==> config.mk <==
export PLATFORM = sky130hd
export DESIGN_NAME = lru_key_value_cache_unit
export DESIGN_NICKNAME = d
export VERILOG_FILES = /design/src/hw/rtl/lkv_pkg.sv /design/src/hw/rtl/lkv_ram.sv /design/src/hw/rtl/lru_key_value_cache_unit.sv
export SDC_FILE = /design/constraint.sdc
export NUM_CORES = 1
export LEC_CHECK = 0
export ABC_AREA = 1
export BUFFER_PORTS_ARGS = -buffer_cell sky130_fd_sc_hd__buf_2
export CAP_MARGIN = 15
export CORE_ASPECT_RATIO = 1.25
export CORE_MARGIN = 2
export CORE_UTILIZATION = 62
export DETAILED_ROUTE_END_ITERATION = 16
export PLACE_DENSITY = 0.82
export SYNTH_ARGS = -nofsm -noshare
export SYNTH_HDL_FRONTEND = slang
export SYNTH_HIERARCHICAL = 1
export SYNTH_SLANG_ARGS = --single-unit
==> constraint.sdc <==
create_clock -name clk -period 7.9 [get_ports clk]
set_clock_uncertainty 0.15 [all_clocks]
set_input_delay 0.395 -clock clk [delete_from_list [all_inputs] [get_ports clk]]
set_output_delay 0.395 -clock clk [all_outputs]
set_load 0.02 [all_outputs]
==> src/hw/rtl/lkv_pkg.sv <==
// Shared types and constants of the LRU key-value cache.
`timescale 1ns / 1ps
`default_nettype none
package lkv_pkg;

	localparam int KEY_BITS   = 16;
	localparam int VALUE_BITS = 32;
	localparam int CAP_BITS   = 5;

	localparam logic OP_LOOKUP = 1'b0;
	localparam logic OP_STORE  = 1'b1;

	localparam int REG_CAPACITY = 0;

	typedef struct packed {
		logic                  operation;
		logic [KEY_BITS-1:0]   key;
		logic [VALUE_BITS-1:0] value;
	} req_t;

	typedef struct packed {
		logic                  found;
		logic [VALUE_BITS-1:0] read_value;
		logic                  evicted;
		logic [KEY_BITS-1:0]   evicted_key;
	} rsp_t;

	typedef enum logic [2:0] {
		ST_IDLE,
		ST_SCAN,
		ST_PICK,
		ST_UPDATE,
		ST_DONE
	} seq_state_t;

endpackage
`default_nettype wire

==> src/hw/rtl/lkv_ram.sv <==
// Generic single-write, single-read RAM with registered read data.
`timescale 1ns / 1ps
`default_nettype none
module lkv_ram #(
	parameter int WIDTH = 16,
	parameter int DEPTH = 16
) (
	input  wire logic                                     clk,
	input  wire logic                                     we,
	input  wire logic [((DEPTH > 1) ? $clog2(DEPTH) : 1)-1:0] waddr,
	input  wire logic [WIDTH-1:0]                         wdata,
	input  wire logic                                     re,
	input  wire logic [((DEPTH > 1) ? $clog2(DEPTH) : 1)-1:0] raddr,
	output logic      [WIDTH-1:0]                         rdata
);

	logic [WIDTH-1:0] mem_q [DEPTH];

	always_ff @(posedge clk) begin
		if (we) begin
			mem_q[waddr] <= wdata;
		end
		if (re) begin
			rdata <= mem_q[raddr];
		end
	end

endmodule
`default_nettype wire

==> src/hw/rtl/lru_key_value_cache_unit.sv <==
// Top level of the fully associative key-value cache with LRU replacement.
// Usage:
//   Requests arrive on req (valid/ready): a lookup or a store of a key/value.
//   Each request gives exactly one response on rsp (valid/ready), in order.
//   The capacity register sits at APB address 0; writing it empties the cache.
//   Write it only while no request is in flight.
// Sequence:
//   One shared key/rank comparator walks the entries one per cycle, fed from
//   the key and rank RAMs. A request takes a scan pass, a decision state
//   (ST_PICK), a rank update pass (skipped on a lookup miss) and a state that
//   loads the response register once it is free. req_ready is high only while
//   the sequencer is idle, so one request is in work at a time.
// Reset:
//   arst_n clears all valid bits, occupancy and the response valid flag and
//   sets capacity to min(ENTRIES, 16). No clearing pass is needed.
// Stall:
//   The response register holds until taken; a new request may be accepted
//   meanwhile, and its finished result waits until the register frees.
`timescale 1ns / 1ps
`default_nettype none
module lru_key_value_cache_unit #(
	parameter int ENTRIES = 16
) (
	input  wire logic          clk,
	input  wire logic          arst_n,
	input  wire logic          psel,
	input  wire logic          penable,
	input  wire logic          pwrite,
	input  wire logic [2:0]    paddr,
	input  wire logic [31:0]   pwdata,
	output logic      [31:0]   prdata,
	output logic               pready,
	input  wire logic          req_valid,
	output logic               req_ready,
	input  wire lkv_pkg::req_t req,
	output logic               rsp_valid,
	input  wire logic          rsp_ready,
	output lkv_pkg::rsp_t      rsp
);

	import lkv_pkg::*;

	localparam int IDX_W = (ENTRIES > 1) ? $clog2(ENTRIES) : 1;
	localparam int PTR_W = IDX_W + 1;
	localparam int CNT_W = $clog2(ENTRIES + 1);
	localparam logic [CAP_BITS-1:0] CAP_RST = CAP_BITS'((ENTRIES < 16) ? ENTRIES : 16);
	localparam logic [IDX_W-1:0] LAST_IDX = IDX_W'(ENTRIES - 1);

	seq_state_t state_q, state_d;

	logic [ENTRIES-1:0]  valid_q;
	logic [CNT_W-1:0]    occ_q;
	logic [CAP_BITS-1:0] cap_q;

	req_t                req_q;
	logic [PTR_W-1:0]    ptr_q;
	logic                chk_vld_s1;
	logic [IDX_W-1:0]    chk_idx_s1;

	logic                hit_q;
	logic [IDX_W-1:0]    hit_idx_q;
	logic [IDX_W-1:0]    hit_rank_q;
	logic                lru_found_q;
	logic [IDX_W-1:0]    lru_idx_q;
	logic [KEY_BITS-1:0] lru_key_q;
	logic                free_found_q;
	logic [IDX_W-1:0]    free_idx_q;

	logic [IDX_W-1:0]    slot_q;
	logic [IDX_W-1:0]    thresh_q;
	logic                age_all_q;
	logic                res_found_q;
	logic                res_rd_hit_q;
	logic                res_evicted_q;
	logic [KEY_BITS-1:0] res_ev_key_q;

	rsp_t                rsp_q;
	logic                rsp_valid_q;

	logic [KEY_BITS-1:0]   key_rd;
	logic [VALUE_BITS-1:0] value_rd;
	logic [IDX_W-1:0]      rank_rd;

	// APB decode
	logic                cfg_wr;
	logic                cfg_hit;
	logic [CAP_BITS-1:0] cap_wr;

	assign pready  = 1'b1;
	assign cfg_hit = (paddr == 3'(REG_CAPACITY * 4));
	assign cfg_wr  = psel && penable && pwrite && cfg_hit;
	assign prdata  = cfg_hit ? 32'(cap_q) : 32'd0;

	always_comb begin
		cap_wr = pwdata[CAP_BITS-1:0];
		if (cap_wr == '0) begin
			cap_wr = CAP_BITS'(1);
		end else if (32'(cap_wr) > 32'(ENTRIES)) begin
			cap_wr = CAP_BITS'(ENTRIES);
		end
	end

	// Shared compare unit: one entry per cycle
	logic             walking;
	logic             pass_end;
	logic             cur_valid;
	logic             key_match;
	logic             lru_match;
	logic             rank_older;

	assign walking    = (state_q == ST_SCAN) || (state_q == ST_UPDATE);
	assign pass_end   = chk_vld_s1 && (chk_idx_s1 == LAST_IDX);
	assign cur_valid  = valid_q[chk_idx_s1];
	assign key_match  = cur_valid && (key_rd == req_q.key);
	assign lru_match  = cur_valid && (occ_q != '0) &&
		(CNT_W'(rank_rd) == (occ_q - CNT_W'(1)));
	assign rank_older = rank_rd < thresh_q;

	// Decision terms
	logic             is_store;
	logic             at_capacity;
	logic             do_evict;
	logic             do_insert;
	logic             do_rank;
	logic [IDX_W-1:0] slot_d;

	assign is_store    = (req_q.operation == OP_STORE);
	assign at_capacity = (32'(occ_q) >= 32'(cap_q)) && (occ_q != '0);
	assign do_evict    = is_store && !hit_q && at_capacity && lru_found_q;
	assign do_insert   = is_store && !hit_q && (do_evict || free_found_q);
	assign do_rank     = hit_q || do_insert;
	assign slot_d      = hit_q ? hit_idx_q : (do_evict ? lru_idx_q : free_idx_q);

	// RAM controls
	logic             key_we;
	logic             val_we;
	logic             rank_we;
	logic [IDX_W-1:0] rank_wdata;
	logic             rank_slot;

	assign key_we    = (state_q == ST_PICK) && do_insert;
	assign val_we    = (state_q == ST_PICK) && (do_insert || (hit_q && is_store));
	assign rank_slot = (chk_idx_s1 == slot_q);
	assign rank_we   = (state_q == ST_UPDATE) && chk_vld_s1 &&
		(rank_slot || (cur_valid && (age_all_q || rank_older)));
	assign rank_wdata = rank_slot ? '0 : IDX_W'(rank_rd + IDX_W'(1));

	lkv_ram #(.WIDTH(KEY_BITS), .DEPTH(ENTRIES)) u_key_ram (
		.clk   (clk),
		.we    (key_we),
		.waddr (slot_d),
		.wdata (req_q.key),
		.re    (1'b1),
		.raddr (ptr_q[IDX_W-1:0]),
		.rdata (key_rd)
	);

	lkv_ram #(.WIDTH(VALUE_BITS), .DEPTH(ENTRIES)) u_val_ram (
		.clk   (clk),
		.we    (val_we),
		.waddr (slot_d),
		.wdata (req_q.value),
		.re    (state_q == ST_PICK),
		.raddr (hit_idx_q),
		.rdata (value_rd)
	);

	lkv_ram #(.WIDTH(IDX_W), .DEPTH(ENTRIES)) u_rank_ram (
		.clk   (clk),
		.we    (rank_we),
		.waddr (chk_idx_s1),
		.wdata (rank_wdata),
		.re    (1'b1),
		.raddr (ptr_q[IDX_W-1:0]),
		.rdata (rank_rd)
	);

	// Sequencer
	logic rsp_load;

	assign req_ready = (state_q == ST_IDLE);
	assign rsp_load  = (state_q == ST_DONE) && (!rsp_valid_q || rsp_ready);

	always_ff @(posedge clk or negedge arst_n) begin
		if (!arst_n) begin
			state_q <= ST_IDLE;
		end else begin
			state_q <= state_d;
		end
	end

	always_comb begin
		state_d = state_q;
		unique case (state_q)
			ST_IDLE: begin
				if (req_valid) begin
					state_d = ST_SCAN;
				end
			end
			ST_SCAN: begin
				if (pass_end) begin
					state_d = ST_PICK;
				end
			end
			ST_PICK: begin
				state_d = do_rank ? ST_UPDATE : ST_DONE;
			end
			ST_UPDATE: begin
				if (pass_end) begin
					state_d = ST_DONE;
				end
			end
			ST_DONE: begin
				if (rsp_load) begin
					state_d = ST_IDLE;
				end
			end
			default: begin
				state_d = ST_IDLE;
			end
		endcase
	end

	// Control registers
	always_ff @(posedge clk or negedge arst_n) begin
		if (!arst_n) begin
			valid_q     <= '0;
			occ_q       <= '0;
			cap_q       <= CAP_RST;
			ptr_q       <= '0;
			chk_vld_s1  <= 1'b0;
			rsp_valid_q <= 1'b0;
		end else begin
			if (cfg_wr) begin
				cap_q   <= cap_wr;
				valid_q <= '0;
				occ_q   <= '0;
			end else if (state_q == ST_PICK && do_insert) begin
				valid_q[slot_d] <= 1'b1;
				if (!do_evict) begin
					occ_q <= occ_q + CNT_W'(1);
				end
			end

			// advance the walk pointer; restart it before each pass
			if (state_q == ST_IDLE || state_q == ST_PICK) begin
				ptr_q <= '0;
			end else if (walking && ptr_q < PTR_W'(ENTRIES)) begin
				ptr_q <= ptr_q + PTR_W'(1);
			end
			chk_vld_s1 <= walking && (ptr_q < PTR_W'(ENTRIES));

			if (rsp_load) begin
				rsp_valid_q <= 1'b1;
			end else if (rsp_ready) begin
				rsp_valid_q <= 1'b0;
			end
		end
	end

	// Payload and scan results
	always_ff @(posedge clk) begin
		chk_idx_s1 <= ptr_q[IDX_W-1:0];

		if (req_valid && req_ready) begin
			req_q        <= req;
			hit_q        <= 1'b0;
			lru_found_q  <= 1'b0;
			free_found_q <= 1'b0;
		end

		if (state_q == ST_SCAN && chk_vld_s1) begin
			if (key_match && !hit_q) begin
				hit_q      <= 1'b1;
				hit_idx_q  <= chk_idx_s1;
				hit_rank_q <= rank_rd;
			end
			if (lru_match && !lru_found_q) begin
				lru_found_q <= 1'b1;
				lru_idx_q   <= chk_idx_s1;
				lru_key_q   <= key_rd;
			end
			if (!cur_valid && !free_found_q) begin
				free_found_q <= 1'b1;
				free_idx_q   <= chk_idx_s1;
			end
		end

		if (state_q == ST_PICK) begin
			slot_q        <= slot_d;
			thresh_q      <= hit_rank_q;
			age_all_q     <= !hit_q;
			res_found_q   <= hit_q;
			res_rd_hit_q  <= hit_q && !is_store;
			res_evicted_q <= do_evict;
			res_ev_key_q  <= do_evict ? lru_key_q : '0;
		end

		if (rsp_load) begin
			rsp_q.found       <= res_found_q;
			rsp_q.read_value  <= res_rd_hit_q ? value_rd : '0;
			rsp_q.evicted     <= res_evicted_q;
			rsp_q.evicted_key <= res_ev_key_q;
		end
	end

	assign rsp_valid = rsp_valid_q;
	assign rsp       = rsp_q;

endmodule
`default_nettype wire

==> results of run 1 <==
## metrics by stage
stage	instances	instance area, µm²
final	5418	51100
after detailed placement	5170	47100
after global placement	5170	47100
after global routing	5417	51100
after CTS	5412	51100
after floorplan	4255	46200
## registers in the layout, summed over array words and instances (netlist names), 16 cells and up
name              flops
valid_q              16
u_val_ram/mem_q     512
u_key_ram/rdata      16
u_rank_ram/mem_q     64
u_val_ram/rdata      32
lru_key_q            16
rsp                  50
res_ev_key_q         16
u_key_ram/mem_q     256
req_q                48
## metal layers
metal / up-vias / share of wire / global-route usage / routed length [µm]
li1: 13900 / - / - / -
met1: 14443 / 0.35 / 0.339 / 37900
met2: 1760 / 0.50 / 0.494 / 54100
met3: 385 / 0.091 / 0.0402 / 9780
met4: 0 / 0.052 / 0.152 / 5540
met5: - / 0 / 0 / 0
## area by class of cell
cell class / instances / share of cell area
inverter: 766 / 0.0566
clock buffer: 128 / 0.0530
multi-input combinational: 2195 / 0.191
timing repair buffer: 224 / 0.0302
sequential: 1086 / 0.633
tap: 960 / 0.0235
clock inverter: 57 / 0.0131
antenna: 2 / 0.0000978
## power by group
| part | internal [mW] | total, mW | switching (mW) |
|---|---|---|---|
| registers | 6.99 | 7.39 | 0.401 |
| clock network | 2.91 | 4.97 | 2.06 |
| logic | 0.653 | 2.35 | 1.70 |
| total | 10.6 | 14.7 | 4.16 |
## cells by family (layout without fill, tap and decap cells)
| logic type | count (synthesis) | count (layout) | share of synthesized area |
|---|---|---|---|
| AND/OR/NAND/NOR | 2068 | 2068 | 0.191 |
| XOR/XNOR | 17 | 17 | 0.00323 |
| flip-flops | 1086 | 1086 | 0.703 |
| AO/OA/AOI/OAI | 49 | 49 | 0.00660 |
| buffers and inverters | 974 | 1175 | 0.0930 |
| adder cells (fa/ha/maj) | 13 | 13 | 0.00353 |
| other | 2 | 50 | 0.000163 |
## cell usage after synthesis, drive strengths merged, types with 6 or more instances
cell | count | share of area
or2 | 6 | 0.00082
inv | 766 | 0.063
nor3 | 6 | 0.00065
nand3 | 666 | 0.073
dfrtp | 35 | 0.019
o22ai | 9 | 0.0012
o21ai | 12 | 0.0013
nand2 | 1222 | 0.10
edfxtp | 1043 | 0.68
xor2 | 12 | 0.0023
dfxtp | 7 | 0.0030
ha | 13 | 0.0035
buf | 179 | 0.028
a21oi | 11 | 0.0012
nand3b | 9 | 0.0015
clkbuf | 29 | 0.0024
nor2 | 152 | 0.013
## final timing paths
| check | slack [ns] | cells past startpoint | to |
|---|---|---|---|
| min in group asynchronous | 0.23 | 2 | rsp_valid$_DFFE_PN0P_ |
| min reg2reg | 0.27 | 0 | rsp[49]$_DFFE_PP_ |
| max reg2reg | 3.58 | 8 | u_key_ram/mem_q[10][9]$_DFFE_PP_ |
| max in group asynchronous | 6.75 | 2 | ptr_q[0]$_DFFE_PN0P_ |
| max | 3.58 | 8 | u_key_ram/mem_q[10][9]$_DFFE_PP_ |
| min | 0.04 | 3 | cap_q[4]$_DFFE_PN1P_ |
## worst max-delay path, stage by stage, from the launching register on
cell and delay [ns]:
dfrtp_1 0.39, nor2_1 0.18, inv_1 0.16, nor2_4 0.63
buf_4 0.74, nand3_4 0.16, inv_2 0.19, nand3b_1 0.24
nor2_2 1.06
## timing repair
action	in CTS	in global routing
endpoints found under the hold margin	91	0
resized for setup	0	0
hold buffers	57	0
==> results.tsv, run 1 <==
metric	value	unit
setup_viol	0	
rows	111	
startpoint_type	flip-flop	
hold_violations	0	
viasPerCell	5.63	
via_count	30488	
clock-sinks	1086	
fin_util	0.696	
seq_area	32400	µm²
layout_common_cells	1213 x nand2_1, 1043 x edfxtp_1, 755 x inv_1	
finalCritPeriodShare	0.546	
core_area	73500	µm²
ys_ff_latch	1086	
worst_slew_pin_slew	1.31	ns
avgSynthCellArea	10.9	µm²
area_growth	11.1	%
grt_pass1_vias	30631	
regToRegStartpoint	state_q[0]$_DFFE_PN0P_	
rsz0062_at_grt	no	
min-delay-start	pwrite	
hp-class	input pin to flip-flop	
grt_usage	0.283	
hpwl	56100	µm
critPathCaptureType	flip-flop	
multiInputGateArea	9760	µm²
relSlewSlack	0.123	
synth_edf_count	1043	
boundaryPins	176	
finalSetupTns	0	ns
startpoint	state_q[0]$_DFFE_PN0P_	
drtIter0Drc	3510	
drv_cap	0	
port_buffers	120	
grt_overflow	0	
layout_commonest_cell	nand2_1	
grt_antenna_before_repair	2	
path_max_fanout	41	
p_leak	21.7	nW
holdWs	0.0437	ns
drive_gt1_frac	0.0875	
n_fill_cell	4702	
fin_crit	4.32	ns
drc_errors	0	
avgRoutedWirePerCell	19.8	µm
die_area	76500	µm²
async_flop_share	0.0331	
yosysUniqueCellTypes	48	
cts_tree	yes	
drtPass1Iterations	7	
cp.required	8.00	ns
clockBufferDepth	3	
yosys_warnings	6	
arrival	4.42	ns
synthFlopType	edfxtp_1	
die_x	248	µm
final_max_slew_viol_count	0	
status	completed	
grt_max_degree	129	
vdd_ir_drop_max	0.251	mV
numCtsBuffers	101	
post_cts_buffers	0	
worstSkewPairLatency	0.66	ns
fmax	232	MHz
cts-root-buf	clkbuf_16	
wirelength	107000	µm
nNetsFinal	4478	
power	14.7	mW
antenna_left	0	
htreeDepth	3	
dp_slack	3.69	ns
initial_core_util	0.627	
syn_inst	4209	
clk_pin_slew_worst_paths	0.06	ns
layout_setup_ws	3.58	ns
die_y	309	µm
path_class	flip-flop to flip-flop	
netlist_area	46000	µm²
synth-seq-area-share	0.703	
p_per_area	288	nW/µm²
finalWeightedCongestion	0.824	
grt_pass1_wl	163000	µm
Note: power is estimated with default switching activity, not from simulation.
==> run 2: changes to the inputs <==
==> constraint.sdc (replaced) <==
create_clock -name clk -period 4.3 [get_ports clk]
set_clock_uncertainty 0.15 [all_clocks]
set_input_delay 0.215 -clock clk [delete_from_list [all_inputs] [get_ports clk]]
set_output_delay 0.215 -clock clk [all_outputs]
set_load 0.02 [all_outputs]
==> results.tsv, run 2 (synthesis gave the netlist of run 1 again) <==
metric	value	unit	change
viasPerCell	5.50		-2.3%
drive_gt1_frac	0.0927		+0.00519
regToRegStartpoint	occ_q[0]$_DFFE_PN0P_		
post_cts_buffers	0		unchanged
power_frac_comb	0.170		+0.010
area_growth	12.2	%	
grt_antenna_before_repair	3		+1
arrival	3.80	ns	-0.62 ns
fin_util	0.703		+0.00705
die_area	76500	µm²	unchanged
drc_errors	0		unchanged
cts-root-buf	clkbuf_16		
antenna_left	0		unchanged
fin_crit	3.57	ns	-0.743 ns
die_x	248	µm	unchanged
layout_common_cells	1213 x nand2_1, 1043 x edfxtp_1, 755 x inv_1		
p_clk_frac	0.331		-0.007
worstSkewPairLatency	0.67	ns	about the same
p_seq_frac	0.499		-0.003
htreeDepth	3		unchanged
path_max_fanout	27		-34%
port_buffers	120		unchanged
p_leak	21.9	nW	+0.96%
numCtsBuffers	103		+2.0%
boundaryPins	176		unchanged
r2r_end	u_key_ram/mem_q[10][14]$_DFFE_PP_		
grt_pass1_wl	160000	µm	-2.1%
hp-class	input pin to async pin		
drtPass1Iterations	6		-1
rows	111		unchanged
vdd_ir_drop_max	0.424	mV	+69%
die_y	309	µm	unchanged
grt_usage	0.275		-0.00760
clockBufferDepth	3		unchanged
finalCritPeriodShare	0.831		+0.285
rsz0062_at_grt	no		
p_per_area	523	nW/µm²	+82%
critPathCaptureType	flip-flop		
layout_commonest_cell	nand2_1		
grt_overflow	0		unchanged
initial_core_util	0.627		unchanged
grt_pass1_vias	29807		-2.7%
via_count	30001		-1.6%
power	27.0	mW	+84%
status	completed		
largest_reg_flops	512		unchanged
r2r_cells	16		+8
grt_max_degree	174		+35%
fmax	280	MHz	+21%
path_class	flip-flop to flip-flop		
nNetsFinal	4521		+0.96%
power.switching	7.77	mW	+87%
final_max_slew_viol_count	0		unchanged
drtIter0Drc	3254		-7.3%
hold_violations	0		unchanged
wirelength	104000	µm	-3.0%
avgRoutedWirePerCell	19.1	µm	-3.7%
rrSetupSlack	0.73	ns	-2.86 ns
hpwl	57900	µm	+3.2%
core_area	73500	µm²	unchanged
clock-sinks	1086		unchanged
setup_viol	0		unchanged
drv_cap	0		unchanged
p_int	19.2	mW	+82%
finalWeightedCongestion	0.857		+3.9%
cts_tree	yes		
clk_pin_slew_worst_paths	0.07	ns	about the same
relSlewSlack	0.184		+0.0610
top_regs	u_val_ram/mem_q (512), u_key_ram/mem_q (256), u_rank_ram/mem_q (64)		
startpoint_type	flip-flop		
regMostFlops	u_val_ram/mem_q		
worst_slew_pin_slew	1.22	ns	-0.0914 ns
cp.required	4.53	ns	-3.47 ns
switching_share	0.288		+0.00468
finalSetupTns	0	ns	unchanged
==> run 2: changes by cell type in the layout (fill, tap and decap cells not counted), moves of 2 or more <==
| cell | before | now |
|---|---|---|
| buf_12 | 0 | 22 |
| buf_4 | 44 | 56 |
| buf_8 | 2 | 0 |
| bufinv_16 | 15 | 11 |
| clkbuf_16 | 103 | 105 |
| clkbuf_8 | 4 | 0 |
| clkinv_1 | 14 | 21 |
| clkinv_2 | 22 | 17 |
| clkinv_8 | 0 | 2 |
| clkinvlp_4 | 4 | 8 |
| dlygate4sd3_1 | 57 | 66 |
| inv_6 | 5 | 3 |
==> run 2: metal layers <==
| metal | routed length (µm) | GRT usage | vias to the layer above |
|---|---|---|---|
| li1 | - | - | 13999 |
| met1 | 37700 | 0.334 | 14271 |
| met2 | 53500 | 0.481 | 1427 |
| met3 | 8170 | 0.0449 | 300 |
| met4 | 4680 | 0.130 | 4 |
| met5 | 23 | 0 | - |
==> run 2: metrics by stage <==
stage | hold slack [ns] | std cells | cell area, µm² | setup slack, ns
2_1_floorplan | -0.231 | 4255 | 46200 | 0.241
3_3_place_gp | 0.193 | 5202 | 47700 | 0.893
3_5_place_dp | 0.195 | 5202 | 47700 | 0.799
4_1_cts | 0.0403 | 5454 | 51600 | 0.725
5_1_grt | 0.0933 | 5459 | 51700 | 0.554
6_report | 0.0217 | 5459 | 51700 | 0.726
==> run 2: worst max-delay path by stage <==
stage / slack [ns] / to / from
global placement: 0.89 / u_key_ram/mem_q[10][11]$_DFFE_PP_ / occ_q[2]$_DFFE_PN0P_
global route: 0.55 / u_key_ram/mem_q[10][3]$_DFFE_PP_ / occ_q[0]$_DFFE_PN0P_
floorplan: 0.24 / u_val_ram/mem_q[12][0]$_DFFE_PP_ / state_q[0]$_DFFE_PN0P_
detailed placement: 0.80 / u_key_ram/mem_q[10][15]$_DFFE_PP_ / occ_q[0]$_DFFE_PN0P_
finish: 0.73 / u_key_ram/mem_q[10][14]$_DFFE_PP_ / occ_q[0]$_DFFE_PN0P_
CTS: 0.72 / u_key_ram/mem_q[10][15]$_DFFE_PP_ / occ_q[0]$_DFFE_PN0P_
==> run 2: worst max-delay path, cell delays in order (launching register included) <==
cell,delay [ns]
dfrtp_1,0.42
inv_1,0.18
ha_1,0.26
inv_1,0.06
nand2_1,0.05
nand2_1,0.06
nand2_1,0.05
nand2_1,0.07
nand2_2,0.17
nand2_8,0.24
nand2_1,0.07
nand3_1,0.07
nand2_1,0.32
inv_1,0.21
nand2_1,0.20
nor2_2,0.39
buf_4,0.29
==> run 2: power groups by stage <==
stage,clock network (mW),logic (mW),registers [mW]
6_report,8.93,4.60,13.5
4_1_cts,8.99,4.50,13.5
3_5_place_dp,0,4.41,13.7
3_3_place_gp,0,4.28,13.7
5_1_grt,9.40,5.07,13.6
2_1_floorplan,0,3.06,13.5
==> run 2: repair_timing <==
| action | CTS | global route |
|---|---|---|
| endpoints found under the hold margin | 99 | 0 |
| gates resized for setup | 0 | 0 |
| hold buffers | 66 | 0 |
==> run 2: final cells by class <==
class / count / area, µm²
Clock buffer: 125 / 2700
Antenna cell: 1 / 2.50
Sequential cell: 1086 / 32400
Inverter: 766 / 2890
Fill cell: 4725 / 21800
Clock inverter: 61 / 611
Multi-Input combinational cell: 2195 / 9760
Timing Repair Buffer: 265 / 2130
Tap cell: 960 / 1200
